### src/alfl_pkg.sv
package alfl_pkg;

	// Field widths of one request and one result
	localparam int ID_W    = 31;
	localparam int SEX_W   = 8;
	localparam int NAME_W  = 64;
	localparam int PROG_W  = 64;
	localparam int STAT_W  = 2;
	localparam int SLOT_W  = 4;

	// Stream widths, fields packed from bit 0 and padded to whole bytes
	localparam int S_FIELDS_W = ID_W + SEX_W + NAME_W + PROG_W;
	localparam int S_DATA_W   = ((S_FIELDS_W + 7) / 8) * 8;
	localparam int S_PAD_W    = S_DATA_W - S_FIELDS_W;
	localparam int M_FIELDS_W = SLOT_W + ID_W + SEX_W + NAME_W + PROG_W;
	localparam int M_DATA_W   = ((M_FIELDS_W + 7) / 8) * 8;
	localparam int M_PAD_W    = M_DATA_W - M_FIELDS_W;

	// Request kinds
	localparam logic MODE_INSERT = 1'b0;
	localparam logic MODE_REMOVE = 1'b1;

	// Result status codes
	localparam logic [STAT_W-1:0] ST_INSERTED = 2'd0;
	localparam logic [STAT_W-1:0] ST_FULL     = 2'd1;
	localparam logic [STAT_W-1:0] ST_REMOVED  = 2'd2;
	localparam logic [STAT_W-1:0] ST_NOMATCH  = 2'd3;

	// Cursor source select
	localparam logic [1:0] CUR_HOLD = 2'd0;
	localparam logic [1:0] CUR_FREE = 2'd1;
	localparam logic [1:0] CUR_LIST = 2'd2;
	localparam logic [1:0] CUR_NEXT = 2'd3;

	// Commands from the controller to the datapath
	typedef struct packed {
		logic              load;
		logic [1:0]        cur_sel;
		logic              step;
		logic              insert;
		logic              unlink;
		logic              free;
		logic              res_load;
		logic [STAT_W-1:0] res_status;
	} ctrl_cmd_t;

	// Status from the datapath to the controller
	typedef struct packed {
		logic fh_none;
		logic lh_none;
		logic match;
		logic next_none;
		logic out_busy;
	} ctrl_stat_t;

endpackage

### src/alfl_ram.sv
module alfl_ram #(
	parameter int WIDTH = 8,
	parameter int DEPTH = 16
) (
	input  logic                     clk,
	input  logic                     we,
	input  logic [$clog2(DEPTH)-1:0] waddr,
	input  logic [WIDTH-1:0]         wdata,
	input  logic [$clog2(DEPTH)-1:0] raddr,
	output logic [WIDTH-1:0]         rdata
);

	logic [WIDTH-1:0] mem_q [DEPTH];
	logic [WIDTH-1:0] rdata_q;

	// Write one entry, read one entry registered
	always_ff @(posedge clk) begin
		if (we) begin
			mem_q[waddr] <= wdata;
		end
		rdata_q <= mem_q[raddr];
	end

	assign rdata = rdata_q;

endmodule

### src/alfl_ctrl.sv
module alfl_ctrl (
	input  logic                  clk,
	input  logic                  arst_n,
	input  logic                  s_tvalid,
	output logic                  s_tready,
	input  logic                  s_mode,
	input  alfl_pkg::ctrl_stat_t  stat,
	output alfl_pkg::ctrl_cmd_t   cmd
);

	localparam logic [2:0] S_IDLE = 3'd0;
	localparam logic [2:0] S_INS  = 3'd1;
	localparam logic [2:0] S_WALK = 3'd2;
	localparam logic [2:0] S_FREE = 3'd3;
	localparam logic [2:0] S_RESP = 3'd4;

	logic [2:0]                  state_q, state_d;
	logic [alfl_pkg::STAT_W-1:0] res_q, res_d;

	assign s_tready = (state_q == S_IDLE);

	// Sequence one request
	always_comb begin
		state_d        = state_q;
		res_d          = res_q;
		cmd            = '0;
		cmd.cur_sel    = alfl_pkg::CUR_HOLD;
		cmd.res_status = res_q;
		unique case (state_q)
			S_IDLE: begin
				if (s_tvalid) begin
					cmd.load = 1'b1;
					if (s_mode == alfl_pkg::MODE_INSERT) begin
						cmd.cur_sel = alfl_pkg::CUR_FREE;
						if (stat.fh_none) begin
							res_d   = alfl_pkg::ST_FULL;
							state_d = S_RESP;
						end else begin
							state_d = S_INS;
						end
					end else begin
						cmd.cur_sel = alfl_pkg::CUR_LIST;
						if (stat.lh_none) begin
							res_d   = alfl_pkg::ST_NOMATCH;
							state_d = S_RESP;
						end else begin
							state_d = S_WALK;
						end
					end
				end
			end
			S_INS: begin
				cmd.insert = 1'b1;
				res_d      = alfl_pkg::ST_INSERTED;
				state_d    = S_RESP;
			end
			S_WALK: begin
				if (stat.match) begin
					cmd.unlink = 1'b1;
					state_d    = S_FREE;
				end else if (stat.next_none) begin
					res_d   = alfl_pkg::ST_NOMATCH;
					state_d = S_RESP;
				end else begin
					cmd.cur_sel = alfl_pkg::CUR_NEXT;
					cmd.step    = 1'b1;
				end
			end
			S_FREE: begin
				cmd.free = 1'b1;
				res_d    = alfl_pkg::ST_REMOVED;
				state_d  = S_RESP;
			end
			S_RESP: begin
				if (!stat.out_busy) begin
					cmd.res_load = 1'b1;
					state_d      = S_IDLE;
				end
			end
			default: begin
				state_d = S_IDLE;
			end
		endcase
	end

	always_ff @(posedge clk or negedge arst_n) begin
		if (!arst_n) begin
			state_q <= S_IDLE;
			res_q   <= alfl_pkg::ST_INSERTED;
		end else begin
			state_q <= state_d;
			res_q   <= res_d;
		end
	end

endmodule

### src/alfl_dp.sv
module alfl_dp #(
	parameter int SLOTS = 16,
	parameter int KW    = 64
) (
	input  logic                          clk,
	input  logic                          arst_n,
	input  alfl_pkg::ctrl_cmd_t           cmd,
	output alfl_pkg::ctrl_stat_t          stat,
	input  logic [alfl_pkg::ID_W-1:0]     in_id,
	input  logic [alfl_pkg::SEX_W-1:0]    in_sex,
	input  logic [alfl_pkg::NAME_W-1:0]   in_name,
	input  logic [alfl_pkg::PROG_W-1:0]   in_prog,
	output logic                          out_valid,
	input  logic                          out_ready,
	output logic [alfl_pkg::STAT_W-1:0]   out_status,
	output logic [alfl_pkg::SLOT_W-1:0]   out_slot,
	output logic [alfl_pkg::ID_W-1:0]     out_id,
	output logic [alfl_pkg::SEX_W-1:0]    out_sex,
	output logic [alfl_pkg::NAME_W-1:0]   out_name,
	output logic [alfl_pkg::PROG_W-1:0]   out_prog
);

	localparam int IDX_W  = $clog2(SLOTS);
	localparam int LINK_W = $clog2(SLOTS + 1);
	localparam int SW     = (IDX_W > alfl_pkg::SLOT_W) ? IDX_W : alfl_pkg::SLOT_W;
	localparam int REC_W  = alfl_pkg::ID_W + alfl_pkg::SEX_W + KW + alfl_pkg::PROG_W;
	localparam logic [LINK_W-1:0] NONE = LINK_W'(SLOTS);

	// Request fields
	logic [alfl_pkg::ID_W-1:0]   in_id_q;
	logic [alfl_pkg::SEX_W-1:0]  in_sex_q;
	logic [KW-1:0]               in_key_q;
	logic [alfl_pkg::PROG_W-1:0] in_prog_q;

	// List pointers and walk cursor
	logic [LINK_W-1:0] free_head_q, list_head_q, low_q, cur_q, cur_d, prev_q;
	logic [IDX_W-1:0]  cur_idx, cur_dec;
	logic [LINK_W-1:0] link_rd, link_eff;
	logic              prev_none;

	// Memory ports
	logic              link_we;
	logic [IDX_W-1:0]  link_waddr;
	logic [LINK_W-1:0] link_wdata;
	logic [REC_W-1:0]  rec_wdata, rec_rd;

	// Captured record of a removal
	logic [alfl_pkg::ID_W-1:0]   rem_id_q;
	logic [alfl_pkg::SEX_W-1:0]  rem_sex_q;
	logic [KW-1:0]               rem_key_q;
	logic [alfl_pkg::PROG_W-1:0] rem_prog_q;

	// Result register
	logic                          out_valid_q;
	logic [alfl_pkg::STAT_W-1:0]   out_status_q;
	logic [alfl_pkg::SLOT_W-1:0]   out_slot_q;
	logic [alfl_pkg::ID_W-1:0]     out_id_q;
	logic [alfl_pkg::SEX_W-1:0]    out_sex_q;
	logic [alfl_pkg::NAME_W-1:0]   out_name_q;
	logic [alfl_pkg::PROG_W-1:0]   out_prog_q;
	logic [SW-1:0]                 cur_wide;
	logic                          slot_used, rec_used;

	assign cur_idx   = cur_q[IDX_W-1:0];
	assign cur_dec   = cur_idx - IDX_W'(1);
	assign prev_none = (prev_q == NONE);

	// Slots below the fill mark were never written; their reset link is made here from the slot number
	always_comb begin
		if (LINK_W'(cur_idx) < low_q) begin
			link_eff = (cur_idx == '0) ? NONE : LINK_W'(cur_dec);
		end else begin
			link_eff = link_rd;
		end
	end

	// Select the next cursor, which is also the read address
	always_comb begin
		case (cmd.cur_sel)
			alfl_pkg::CUR_FREE: cur_d = free_head_q;
			alfl_pkg::CUR_LIST: cur_d = list_head_q;
			alfl_pkg::CUR_NEXT: cur_d = link_eff;
			default:            cur_d = cur_q;
		endcase
	end

	// Link write port: new node, bypass of the removed node, or free push
	always_comb begin
		link_we    = cmd.insert | cmd.free | (cmd.unlink & ~prev_none);
		link_waddr = cur_idx;
		link_wdata = list_head_q;
		if (cmd.unlink) begin
			link_waddr = prev_q[IDX_W-1:0];
			link_wdata = link_eff;
		end else if (cmd.free) begin
			link_wdata = free_head_q;
		end
	end

	assign rec_wdata = {in_prog_q, in_key_q, in_sex_q, in_id_q};

	alfl_ram #(
		.WIDTH(LINK_W),
		.DEPTH(SLOTS)
	) u_link_ram (
		.clk   (clk),
		.we    (link_we),
		.waddr (link_waddr),
		.wdata (link_wdata),
		.raddr (cur_d[IDX_W-1:0]),
		.rdata (link_rd)
	);

	alfl_ram #(
		.WIDTH(REC_W),
		.DEPTH(SLOTS)
	) u_rec_ram (
		.clk   (clk),
		.we    (cmd.insert),
		.waddr (cur_idx),
		.wdata (rec_wdata),
		.raddr (cur_d[IDX_W-1:0]),
		.rdata (rec_rd)
	);

	// Report status to the controller
	always_comb begin
		stat.fh_none   = (free_head_q == NONE);
		stat.lh_none   = (list_head_q == NONE);
		stat.match     = (rec_rd[alfl_pkg::ID_W+alfl_pkg::SEX_W +: KW] == in_key_q);
		stat.next_none = (link_eff == NONE);
		stat.out_busy  = out_valid_q & ~out_ready;
	end

	// Capture the request
	always_ff @(posedge clk) begin
		if (cmd.load) begin
			in_id_q   <= in_id;
			in_sex_q  <= in_sex;
			in_key_q  <= in_name[KW-1:0];
			in_prog_q <= in_prog;
		end
	end

	// Update pointers
	always_ff @(posedge clk or negedge arst_n) begin
		if (!arst_n) begin
			free_head_q <= LINK_W'(SLOTS - 1);
			list_head_q <= NONE;
			low_q       <= NONE;
			cur_q       <= NONE;
			prev_q      <= NONE;
		end else begin
			cur_q <= cur_d;
			if (cmd.load) begin
				prev_q <= NONE;
			end else if (cmd.step) begin
				prev_q <= cur_q;
			end
			if (cmd.insert) begin
				free_head_q <= link_eff;
				list_head_q <= cur_q;
				if (cur_q < low_q) begin
					low_q <= cur_q;
				end
			end
			if (cmd.unlink && prev_none) begin
				list_head_q <= link_eff;
			end
			if (cmd.free) begin
				free_head_q <= cur_q;
			end
		end
	end

	// Hold the matched record
	always_ff @(posedge clk) begin
		if (cmd.unlink) begin
			rem_id_q   <= rec_rd[0 +: alfl_pkg::ID_W];
			rem_sex_q  <= rec_rd[alfl_pkg::ID_W +: alfl_pkg::SEX_W];
			rem_key_q  <= rec_rd[alfl_pkg::ID_W+alfl_pkg::SEX_W +: KW];
			rem_prog_q <= rec_rd[alfl_pkg::ID_W+alfl_pkg::SEX_W+KW +: alfl_pkg::PROG_W];
		end
	end

	assign cur_wide  = SW'(cur_idx);
	assign rec_used  = (cmd.res_status == alfl_pkg::ST_REMOVED);
	assign slot_used = rec_used || (cmd.res_status == alfl_pkg::ST_INSERTED);

	// Output register: load a result, drop it when taken
	always_ff @(posedge clk or negedge arst_n) begin
		if (!arst_n) begin
			out_valid_q <= 1'b0;
		end else if (cmd.res_load) begin
			out_valid_q <= 1'b1;
		end else if (out_ready) begin
			out_valid_q <= 1'b0;
		end
	end

	always_ff @(posedge clk) begin
		if (cmd.res_load) begin
			out_status_q <= cmd.res_status;
			out_slot_q   <= slot_used ? cur_wide[alfl_pkg::SLOT_W-1:0] : '0;
			out_id_q     <= rec_used ? rem_id_q : '0;
			out_sex_q    <= rec_used ? rem_sex_q : '0;
			out_name_q   <= rec_used ? alfl_pkg::NAME_W'(rem_key_q) : '0;
			out_prog_q   <= rec_used ? rem_prog_q : '0;
		end
	end

	assign out_valid  = out_valid_q;
	assign out_status = out_status_q;
	assign out_slot   = out_slot_q;
	assign out_id     = out_id_q;
	assign out_sex    = out_sex_q;
	assign out_name   = out_name_q;
	assign out_prog   = out_prog_q;

	a_insert_slot: assert property (@(posedge clk) disable iff (!arst_n)
		cmd.insert |-> (cur_q < NONE))
		else $error("insert into a slot outside the pool");

	a_unlink_slot: assert property (@(posedge clk) disable iff (!arst_n)
		(cmd.unlink || cmd.free) |-> (cur_q < NONE))
		else $error("removal cursor outside the pool");

	a_res_no_overwrite: assert property (@(posedge clk) disable iff (!arst_n)
		cmd.res_load |-> !(out_valid_q && !out_ready))
		else $error("result loaded over one still waiting");

	a_free_push: assert property (@(posedge clk) disable iff (!arst_n)
		cmd.free |=> (free_head_q == $past(cur_q)))
		else $error("freed slot not at free head");

	a_insert_front: assert property (@(posedge clk) disable iff (!arst_n)
		cmd.insert |=> (list_head_q == $past(cur_q)))
		else $error("inserted slot not at list head");

endmodule

### src/array_linked_list_with_free_list.sv
// Linked list of records in a fixed slot pool, with a free list in the same link memory.
// Requests enter on the s_ channel: s_tuser is the kind (0 insert at front, 1 remove
// the first record whose name matches); s_tdata carries the record or the key.
// Each request gives exactly one result on the m_ channel: m_tuser is the status
// (0 inserted, 1 pool full, 2 removed, 3 no match), m_tdata the slot and the
// removed record, all zero where nothing applies.
// From request accept to result: an insert passes the insert state, then the result
// state; a full pool or a remove from an empty list goes straight to the result state;
// a remove walks the list from the head and either unlinks and frees the match or
// ends at the tail, then goes to the result state. The walk follows one link per cycle
// through the read port of the link and record memories. One request is in work at a
// time; s_tready is high when the block is idle, which it is again once the result is
// loaded.
// A finished result waits in the output register while m_tready is low; the next
// request is then still accepted and worked up to its result, which waits for the
// register to empty.
// Reset (arst_n low) empties the list and puts all slots on the free list, top slot
// first; no clearing pass is needed, so requests are taken right after reset.
module array_linked_list_with_free_list #(
	parameter int SLOTS     = 16,
	parameter int KEY_BYTES = 8
) (
	input  logic                            clk,
	input  logic                            arst_n,
	input  logic                            s_tvalid,
	output logic                            s_tready,
	// student_id, sex_code, name_key, program_text, zero pad
	input  logic [alfl_pkg::S_DATA_W-1:0]   s_tdata,
	// mode
	input  logic                            s_tuser,
	output logic                            m_tvalid,
	input  logic                            m_tready,
	// slot, removed_id, removed_sex, removed_name, removed_program, zero pad
	output logic [alfl_pkg::M_DATA_W-1:0]   m_tdata,
	// status
	output logic [alfl_pkg::STAT_W-1:0]     m_tuser
);

	localparam int KW = KEY_BYTES * 8;

	localparam int OFS_SEX  = alfl_pkg::ID_W;
	localparam int OFS_NAME = OFS_SEX + alfl_pkg::SEX_W;
	localparam int OFS_PROG = OFS_NAME + alfl_pkg::NAME_W;

	alfl_pkg::ctrl_cmd_t  cmd;
	alfl_pkg::ctrl_stat_t stat;

	logic [alfl_pkg::SLOT_W-1:0] out_slot;
	logic [alfl_pkg::ID_W-1:0]   out_id;
	logic [alfl_pkg::SEX_W-1:0]  out_sex;
	logic [alfl_pkg::NAME_W-1:0] out_name;
	logic [alfl_pkg::PROG_W-1:0] out_prog;

	alfl_ctrl u_ctrl (
		.clk      (clk),
		.arst_n   (arst_n),
		.s_tvalid (s_tvalid),
		.s_tready (s_tready),
		.s_mode   (s_tuser),
		.stat     (stat),
		.cmd      (cmd)
	);

	alfl_dp #(
		.SLOTS (SLOTS),
		.KW    (KW)
	) u_dp (
		.clk        (clk),
		.arst_n     (arst_n),
		.cmd        (cmd),
		.stat       (stat),
		.in_id      (s_tdata[0 +: alfl_pkg::ID_W]),
		.in_sex     (s_tdata[OFS_SEX +: alfl_pkg::SEX_W]),
		.in_name    (s_tdata[OFS_NAME +: alfl_pkg::NAME_W]),
		.in_prog    (s_tdata[OFS_PROG +: alfl_pkg::PROG_W]),
		.out_valid  (m_tvalid),
		.out_ready  (m_tready),
		.out_status (m_tuser),
		.out_slot   (out_slot),
		.out_id     (out_id),
		.out_sex    (out_sex),
		.out_name   (out_name),
		.out_prog   (out_prog)
	);

	// Pack the result fields from bit 0 up
	assign m_tdata = {{alfl_pkg::M_PAD_W{1'b0}}, out_prog, out_name, out_sex, out_id, out_slot};

endmodule

### config.mk
export PLATFORM = sky130hd
export DESIGN_NAME = array_linked_list_with_free_list
export DESIGN_NICKNAME = d
export VERILOG_FILES = /design/src/alfl_pkg.sv /design/src/alfl_ram.sv /design/src/alfl_ctrl.sv /design/src/alfl_dp.sv /design/src/array_linked_list_with_free_list.sv
export SDC_FILE = /design/constraint.sdc
export NUM_CORES = 2
export LEC_CHECK = 0
export ABC_CLOCK_PERIOD_IN_PS = 14750
export CAP_MARGIN = 20
export CORE_ASPECT_RATIO = 1.1
export CORE_MARGIN = 3
export CORE_UTILIZATION = 55
export DETAILED_ROUTE_END_ITERATION = 12
export DONT_BUFFER_PORTS = 1
export GPL_TIMING_DRIVEN = 0
export PLACE_DENSITY = 0.7
export SLEW_MARGIN = 10
export SYNTH_ARGS = -nofsm -noshare
export SYNTH_HDL_FRONTEND = slang
export SYNTH_SLANG_ARGS = --single-unit
### constraint.sdc
create_clock -name clk -period 14.75 [get_ports clk]
set_clock_uncertainty 0.2 [all_clocks]
set_input_delay 0.7375 -clock clk [delete_from_list [all_inputs] [get_ports clk]]
set_output_delay 0.7375 -clock clk [all_outputs]
set_load 0.05 [all_outputs]
=== Yosys cells after proc, flatten, opt, wreduce, memory -nomap -nowiden ===
Memories as Yosys holds them, arrays and structs flattened. A register that Yosys moved wholly into a read port is not among the register bits.
Index checks and enable logic that the tools add are counted.

* Bits in registers: 538
* RAM bits: 2752
* Input port bits: 173
* Output and inout port bits: 180
* Logic and storage cells: 115
* Memories kept: 2

{| class="wikitable"
|+ Memory list
! name !! words !! bits a word !! read ports !! clocked after Yosys merged registers in !! write ports !! RTL line !! source
|-
| u_dp.u_rec_ram.mem_q || 16 || 167 || 1 || 1 || 1 || alfl_ram.sv:13 || <nowiki>logic [WIDTH-1:0] mem_q [DEPTH];</nowiki>
|-
| u_dp.u_link_ram.mem_q || 16 || 5 || 1 || 1 || 1 || alfl_ram.sv:13 ||
|}

* Add/sub/neg operators: 1
* $lt $le $gt $ge: 2
* Equality and inequality tests: 20
* Mux-type cells: 46
* Bitwise operators: 6
* Reduce and logical (&&, ||, !) cells: 15

{| class="wikitable"
|+ Operators with widths
! operator !! count
|-
| equality test 64 bit || 1
|-
| two-way mux 5 bit || 10
|-
| two-way mux 3 bit || 10
|-
| equality test 5 bit, second input constant || 4
|-
| case mux 5 bit (3 select lines) || 1
|-
| two-way mux 1 bit || 14
|-
| two-way mux 2 bit || 7
|-
| case mux 3 bit (4 select lines) || 1
|-
| != test 2 bit, second input constant || 4
|-
| case mux 2 bit (4 select lines) || 1
|-
| nonzero test 2 bit || 4
|-
| equality test 2 bit, second input constant || 3
|-
| equality test 3 x 2 -> 1 bit, second input constant || 2
|-
| AND reduction 6 bit || 1
|-
| < comparator 4 x 5 -> 1 bit || 1
|-
| < comparator 5 bit || 1
|-
| logical NOT 4 bit || 1
|-
| two-way mux 4 bit || 1
|-
| case mux 2 bit (2 select lines) || 1
|-
| nonzero test 4 bit || 1
|-
| subtractor 4 x 1 -> 4 bit, second input constant || 1
|-
| equality test 3 x 1 -> 1 bit, second input constant || 1
|-
| equality test 3 bit, second input constant || 1
|-
| logical NOT 3 bit || 1
|-
| 14 further kinds || 17
|}

=== Logic depth before layout (Yosys ltp) ===
* Depth in word-level cells: 9
* Depth in mapped cells: 16
* Gate-level depth less buffers: 12

=== Modules after synthesis ===
A second synthesis with hierarchy kept.

* Cell total of the unflattened synthesis: 5535
* Area, all modules: 126156.0 um^2

{| class="wikitable"
|+ Modules (own cells, without submodules)
! module !! times used !! cells an instance !! area each (um^2) !! seq. area each (um^2)
|-
| alfl_ram (u_dp.u_rec_ram) || 1 || 4371 || 103830.8 || 83580.2
|-
| alfl_dp || 1 || 957 || 18696.7 || 15885.2
|-
| alfl_ram (u_dp.u_link_ram) || 1 || 155 || 3213.1 || 2502.4
|-
| alfl_ctrl || 1 || 46 || 374.1 || 125.1
|-
| array_linked_list_with_free_list || 1 || 6 || 41.3 || 0.0
|}

=== Least setup slack after synthesis ===
No wires, ideal clock.

* Path type: reg-to-reg
* Start: register u_ctrl.state_q[2]
* End: memory u_dp.u_rec_ram.mem_q[12][0] in the netlist's numbering, enable pin
* Setup time: 0.697 ns
* Arrival: 8.193 ns
* Data required time: 13.853 ns
* Slack: 5.660 ns
* Cell stages (with the launch flop): 6
* Path buffers: 1
* Clock period less this slack: 9.090 ns
* Cells stage by stage: dfrtp_1 > nand2b_1 > nor2_1 > clkbuf_1 > nand3_1 > nor2_1

* Cells in the longest elaborated chain, start to end: 4

{| class="wikitable"
|+ RTL lines
! item !! RTL line !! source
|-
| start, declared || alfl_ctrl.sv:17 || <nowiki>logic [2:0] state_q, state_d;</nowiki>
|-
| start signal, assigned || alfl_ctrl.sv:91 || <nowiki>state_q <= state_d;</nowiki>
|-
| equality test 3 x 1 -> 1 bit || alfl_ctrl.sv:29 || <nowiki>unique case (state_q)</nowiki>
|-
| two-way mux 1 bit || alfl_ctrl.sv:29 ||
|-
| two-way mux 1 bit || alfl_ram.sv:18 || <nowiki>if (we) begin</nowiki>
|-
| two-way mux 1 bit (implied by the code) || alfl_ram.sv:19 || <nowiki>mem_q[waddr] <= wdata;</nowiki>
|-
| end, declared || alfl_ram.sv:13 ||
|}

Every way passes these cells.

=== Worst setup path after layout ===
* Start: register u_dp.in_key_q[46]
* End: register u_dp.u_link_ram.rdata_q[3], in the netlist u_dp.u_link_ram.rdata[3], read port of u_dp.u_link_ram.mem_q

* Cells in the longest elaborated chain, start to end: 5
* Elaborated cells between the ends (all ways): 7
* Classes of those cells: eq/ne (4); mux (3)

{| class="wikitable"
|+ RTL lines
! item !! RTL line !! source
|-
| start, declared || alfl_dp.sv:32 || <nowiki>logic [KW-1:0] in_key_q;</nowiki>
|-
| start signal, assigned || alfl_dp.sv:140 || <nowiki>in_key_q <= in_name[KW-1:0];</nowiki>
|-
| equality test 64 bit * || alfl_dp.sv:130 || <nowiki>stat.match = (rec_rd[alfl_pkg::ID_W+alfl_pkg::SEX_W +: KW] == in_key_q);</nowiki>
|-
| two-way mux 3 bit * || alfl_ctrl.sv:58 || <nowiki>if (stat.match) begin</nowiki>
|-
| case mux 2 bit (2 select lines) * || alfl_ctrl.sv:29 ||
|-
| equality test 2 bit / equality test 2 x 1 -> 1 bit (equally long branches) || alfl_dp.sv:79 || <nowiki>case (cmd.cur_sel)</nowiki>
|-
| case mux 5 bit (3 select lines) * || alfl_dp.sv:79 ||
|-
| end, declared || alfl_ram.sv:14 || <nowiki>logic [WIDTH-1:0] rdata_q;</nowiki>
|}

Every way passes the cells marked *; elsewhere a longest branch is shown, timed or not.
A chain may end at the register's enable or synchronous reset.

==> impl_metrics.json <==
{
  "status": "finished clean",
  "finalMaxSlewViolations": 0,
  "arrival_ps": 8180,
  "finalPower_mw": 31.7,
  "grt_pass1_wl_um": 456000,
  "root_buffer": "clkbuf_16",
  "pwr-share-clk_pct": 27.6,
  "max-cap-violations": 0,
  "final_common_cell": "edfxtp_1",
  "coreArea_mm2": 0.227,
  "grt_max_degree": 76,
  "synth.distinct_cells": 57,
  "fin_area_mm2": 0.146,
  "io_buffers": 0,
  "final_nets": 6454,
  "routedWlPerCell_um": 33.9,
  "drt_iter0_markers": 9172,
  "rsz0062_at_grt": "no",
  "num_vias": 61725,
  "tightest_slew_ps": 1210,
  "stdcell_count": 9531,
  "p_comb_share_pct": 30.0,
  "drt_pass1_iterations": 6,
  "gp_congestion": 0.825,
  "hold_violations": 0,
  "grt-ovfl-total": 0,
  "p_switching_mw": 10.5,
  "ant_nets": 0,
  "path_clk_slew_ps": 60,
  "ys_warn_count": 0,
  "syn_inst": 5574,
  "hp-class": "primary input to async pin",
  "tns_ps": 0,
  "p_per_area_mw_per_mm2": 216,
  "numClockSinks": 3462,
  "seqPwrFrac_pct": 42.4,
  "synth_ff_type": "edfxtp_1",
  "min_period_over_period_pct": 51.3,
  "place_area_mm2": 0.133,
  "numCtsBuffers": 341,
  "via_per_inst": 6.48,
  "crit_path_end_kind": "flop",
  "syn_avg_cell_area_um2": 22.5,
  "fmax_ghz": 0.132,
  "fp.dieW_um": 462,
  "clkLatencyLatePin_ps": 960,
  "dieArea_mm2": 0.234,
  "clockBufferDepth": 4,
  "place_inst": 8718,
  "crit_fanout": 17,
  "ys_seq_area_share_pct": 81.3,
  "mostFrequentLayoutCells": "edfxtp_1 (3259), mux4_2 (640), clkbuf_16 (347)",
  "period_needed_ps": 7560,
  "max_slew_margin_pct": 19.7,
  "wirelength_um": 323000,
  "drive_above_1_share_pct": 22.7,
  "start_util_pct": 55.4,
  "start_kind": "flop",
  "switching_share_pct": 33.3,
  "synthToLayoutAreaGrowth_pct": 16.5,
  "grt_pass1_vias": 61732,
  "htree_num_levels": 5,
  "die_h_um": 507,
  "syn_area_mm2": 0.126,
  "critical_path_class": "flop to flop",
  "hpwl_um": 204000,
  "cts_tree": "done",
  "synth-edff-count": 3259,
  "rows": 183,
  "worstPathRequired_ps": 15370,
  "setup_violations": 0,
  "ys_async_sr_fraction_pct": 0.895,
  "drc": 0,
  "ios": 353,
  "p_int_mw": 21.1,
  "ys_ff_latch": 3462,
  "rr_worst_depth": 12,
  "rr_startpoint": "u_dp.in_key_q[46]$_DFFE_PP_",
  "timing.rr.end": "u_dp.u_link_ram.rdata[3]$_DFF_P_",
  "r2r_slack_ps": 7190,
  "peakVddDrop_mv": 0.168,
  "leakage_nw": 46.9,
  "track_usage_pct": 27.7,
  "antenna_found_initial": 65
}
[worst max-delay path by stage]
stage / cells after the start / to / slack, ps / startpoint
3_5_place_dp: 12 / u_dp.u_rec_ram.rdata[27]$_DFF_P_ / 7580 / u_dp.in_key_q[23]$_DFFE_PP_
5_1_grt: 12 / u_dp.u_rec_ram.rdata[27]$_DFF_P_ / 7380 / u_dp.in_key_q[23]$_DFFE_PP_
3_3_place_gp: 5 / u_dp.u_rec_ram.mem_q[4][33]$_DFFE_PP_ / -4630 / u_ctrl.state_q[2]$_DFFE_PN0P_
2_1_floorplan: 5 / u_dp.u_rec_ram.mem_q[12][0]$_DFFE_PP_ / 5660 / u_ctrl.state_q[2]$_DFFE_PN0P_
4_1_cts: 12 / u_dp.u_rec_ram.rdata[27]$_DFF_P_ / 7540 / u_dp.in_key_q[23]$_DFFE_PP_
6_report: 12 / u_dp.u_link_ram.rdata[3]$_DFF_P_ / 7190 / u_dp.in_key_q[46]$_DFFE_PP_
[logic make-up after synthesis]
group | count (synthesis) | share of synthesized area [%]
buffers and inverters | 294 | 1.16
AO/OA/AOI/OAI | 435 | 2.60
XOR/XNOR | 64 | 0.446
other | 1 | 0.00299
flip-flops | 3462 | 81.3
adder cells (fa/ha/maj) | 4 | 0.0398
multiplexers | 705 | 12.0
AND/OR/NAND/NOR | 609 | 2.48
[through the flow]
step	util, %	setup slack [ps]	hold WS (ps)
global placement	57.1	-4630	187
detailed placement	58.8	7580	189
finish	64.6	7190	61.1
CTS	64.5	7540	3.23
global route	64.6	7380	55.8
floorplan	-	5660	186
[sequential cells by signal, summed over array words and instances, names as in the netlist, 8 cells and up]
| name | cells |
|---|---|
| u_dp.out_name | 64 |
| u_dp.rem_key_q | 64 |
| u_dp.in_sex_q | 8 |
| u_dp.rem_sex_q | 8 |
| u_dp.in_key_q | 64 |
| u_dp.u_rec_ram.rdata | 167 |
| u_dp.rem_prog_q | 64 |
| u_dp.rem_id_q | 31 |
| u_dp.u_link_ram.mem_q | 80 |
| u_dp.in_id_q | 31 |
| u_dp.out_id | 31 |
| u_dp.out_prog | 64 |
| u_dp.out_sex | 8 |
| u_dp.in_prog_q | 64 |
| u_dp.u_rec_ram.mem_q | 2672 |
[routing by layer]
| layer | part of all wire [%] | GRT usage [%] | wire length [µm] |
|---|---|---|---|
| met1 | 37 | 38.5 | 120000 |
| met2 | 48 | 43.2 | 155000 |
| met3 | 11 | 6.50 | 34300 |
| met4 | 4.3 | 11.2 | 14000 |
| met5 | 0.12 | 0 | 387 |
[worst max-delay path, cell delays in order, from the launching register on]
cell,delay (ps)
edfxtp_1,740
xor2_1,260
nor4_1,1000
nand4_1,500
nor4_4,970
nor2_4,180
o221ai_2,490
buf_2,570
buf_2,740
clkbuf_1,890
mux4_2,430
a22oi_1,230
nand2_1,150
[Yosys cell counts, drive strengths merged (4+ instances only)]
library cell  instances  area share, %
nand2b                8          0.046
dfxtp               172            2.7
dfstp                 8           0.17
clkbuf              148           0.44
nor3                 12          0.065
nand2               203           0.61
mux4                640             11
dfrtp                23           0.46
xor2                 64           0.45
mux2                  8          0.072
inv                   8          0.024
ha                    4          0.040
mux2i                57           0.45
a21oi                22          0.088
nand3                99           0.39
o2111ai              48           0.33
and4                 12          0.084
and2                170           0.85
nand4                 4          0.020
nor2                 55           0.17
nor4                 20           0.11
a22oi               321            1.9
nor2b                19          0.095
a211oi                4          0.024
edfxtp             3259             78
buf                 138           0.69
o21ai                23          0.092
[what timing repair did]
item                      4_1_cts  5_1_grt
hold buffers                  171        0
hold endpoints to repair      205        0
gates resized for setup         0        0
buffers inserted                0        0
[power groups by stage]
stage          sequential, mW  clock (mW)  combinational (mW)
3_5_place_dp             13.6           0                9.38
4_1_cts                  13.4        8.84                9.52
6_report                 13.4        8.76                9.50
5_1_grt                  13.5        9.22                9.99
3_3_place_gp             13.8           0                9.05
2_1_floorplan            13.5           0                5.96
[final cells by class]
cell class              count  area, µm²
diodes                     30       75.1
plain buffers             286       1430
clock buffers             461       9480
clock inverters           146       1760
fillers                 14375      80300
inverters                   8       45.0
multi-input cells        1822      22200
flip-flops and latches   3462     102000
well taps                2960       3700
repair buffers            356       5600
Note: power is estimated with default switching activity, not from simulation.
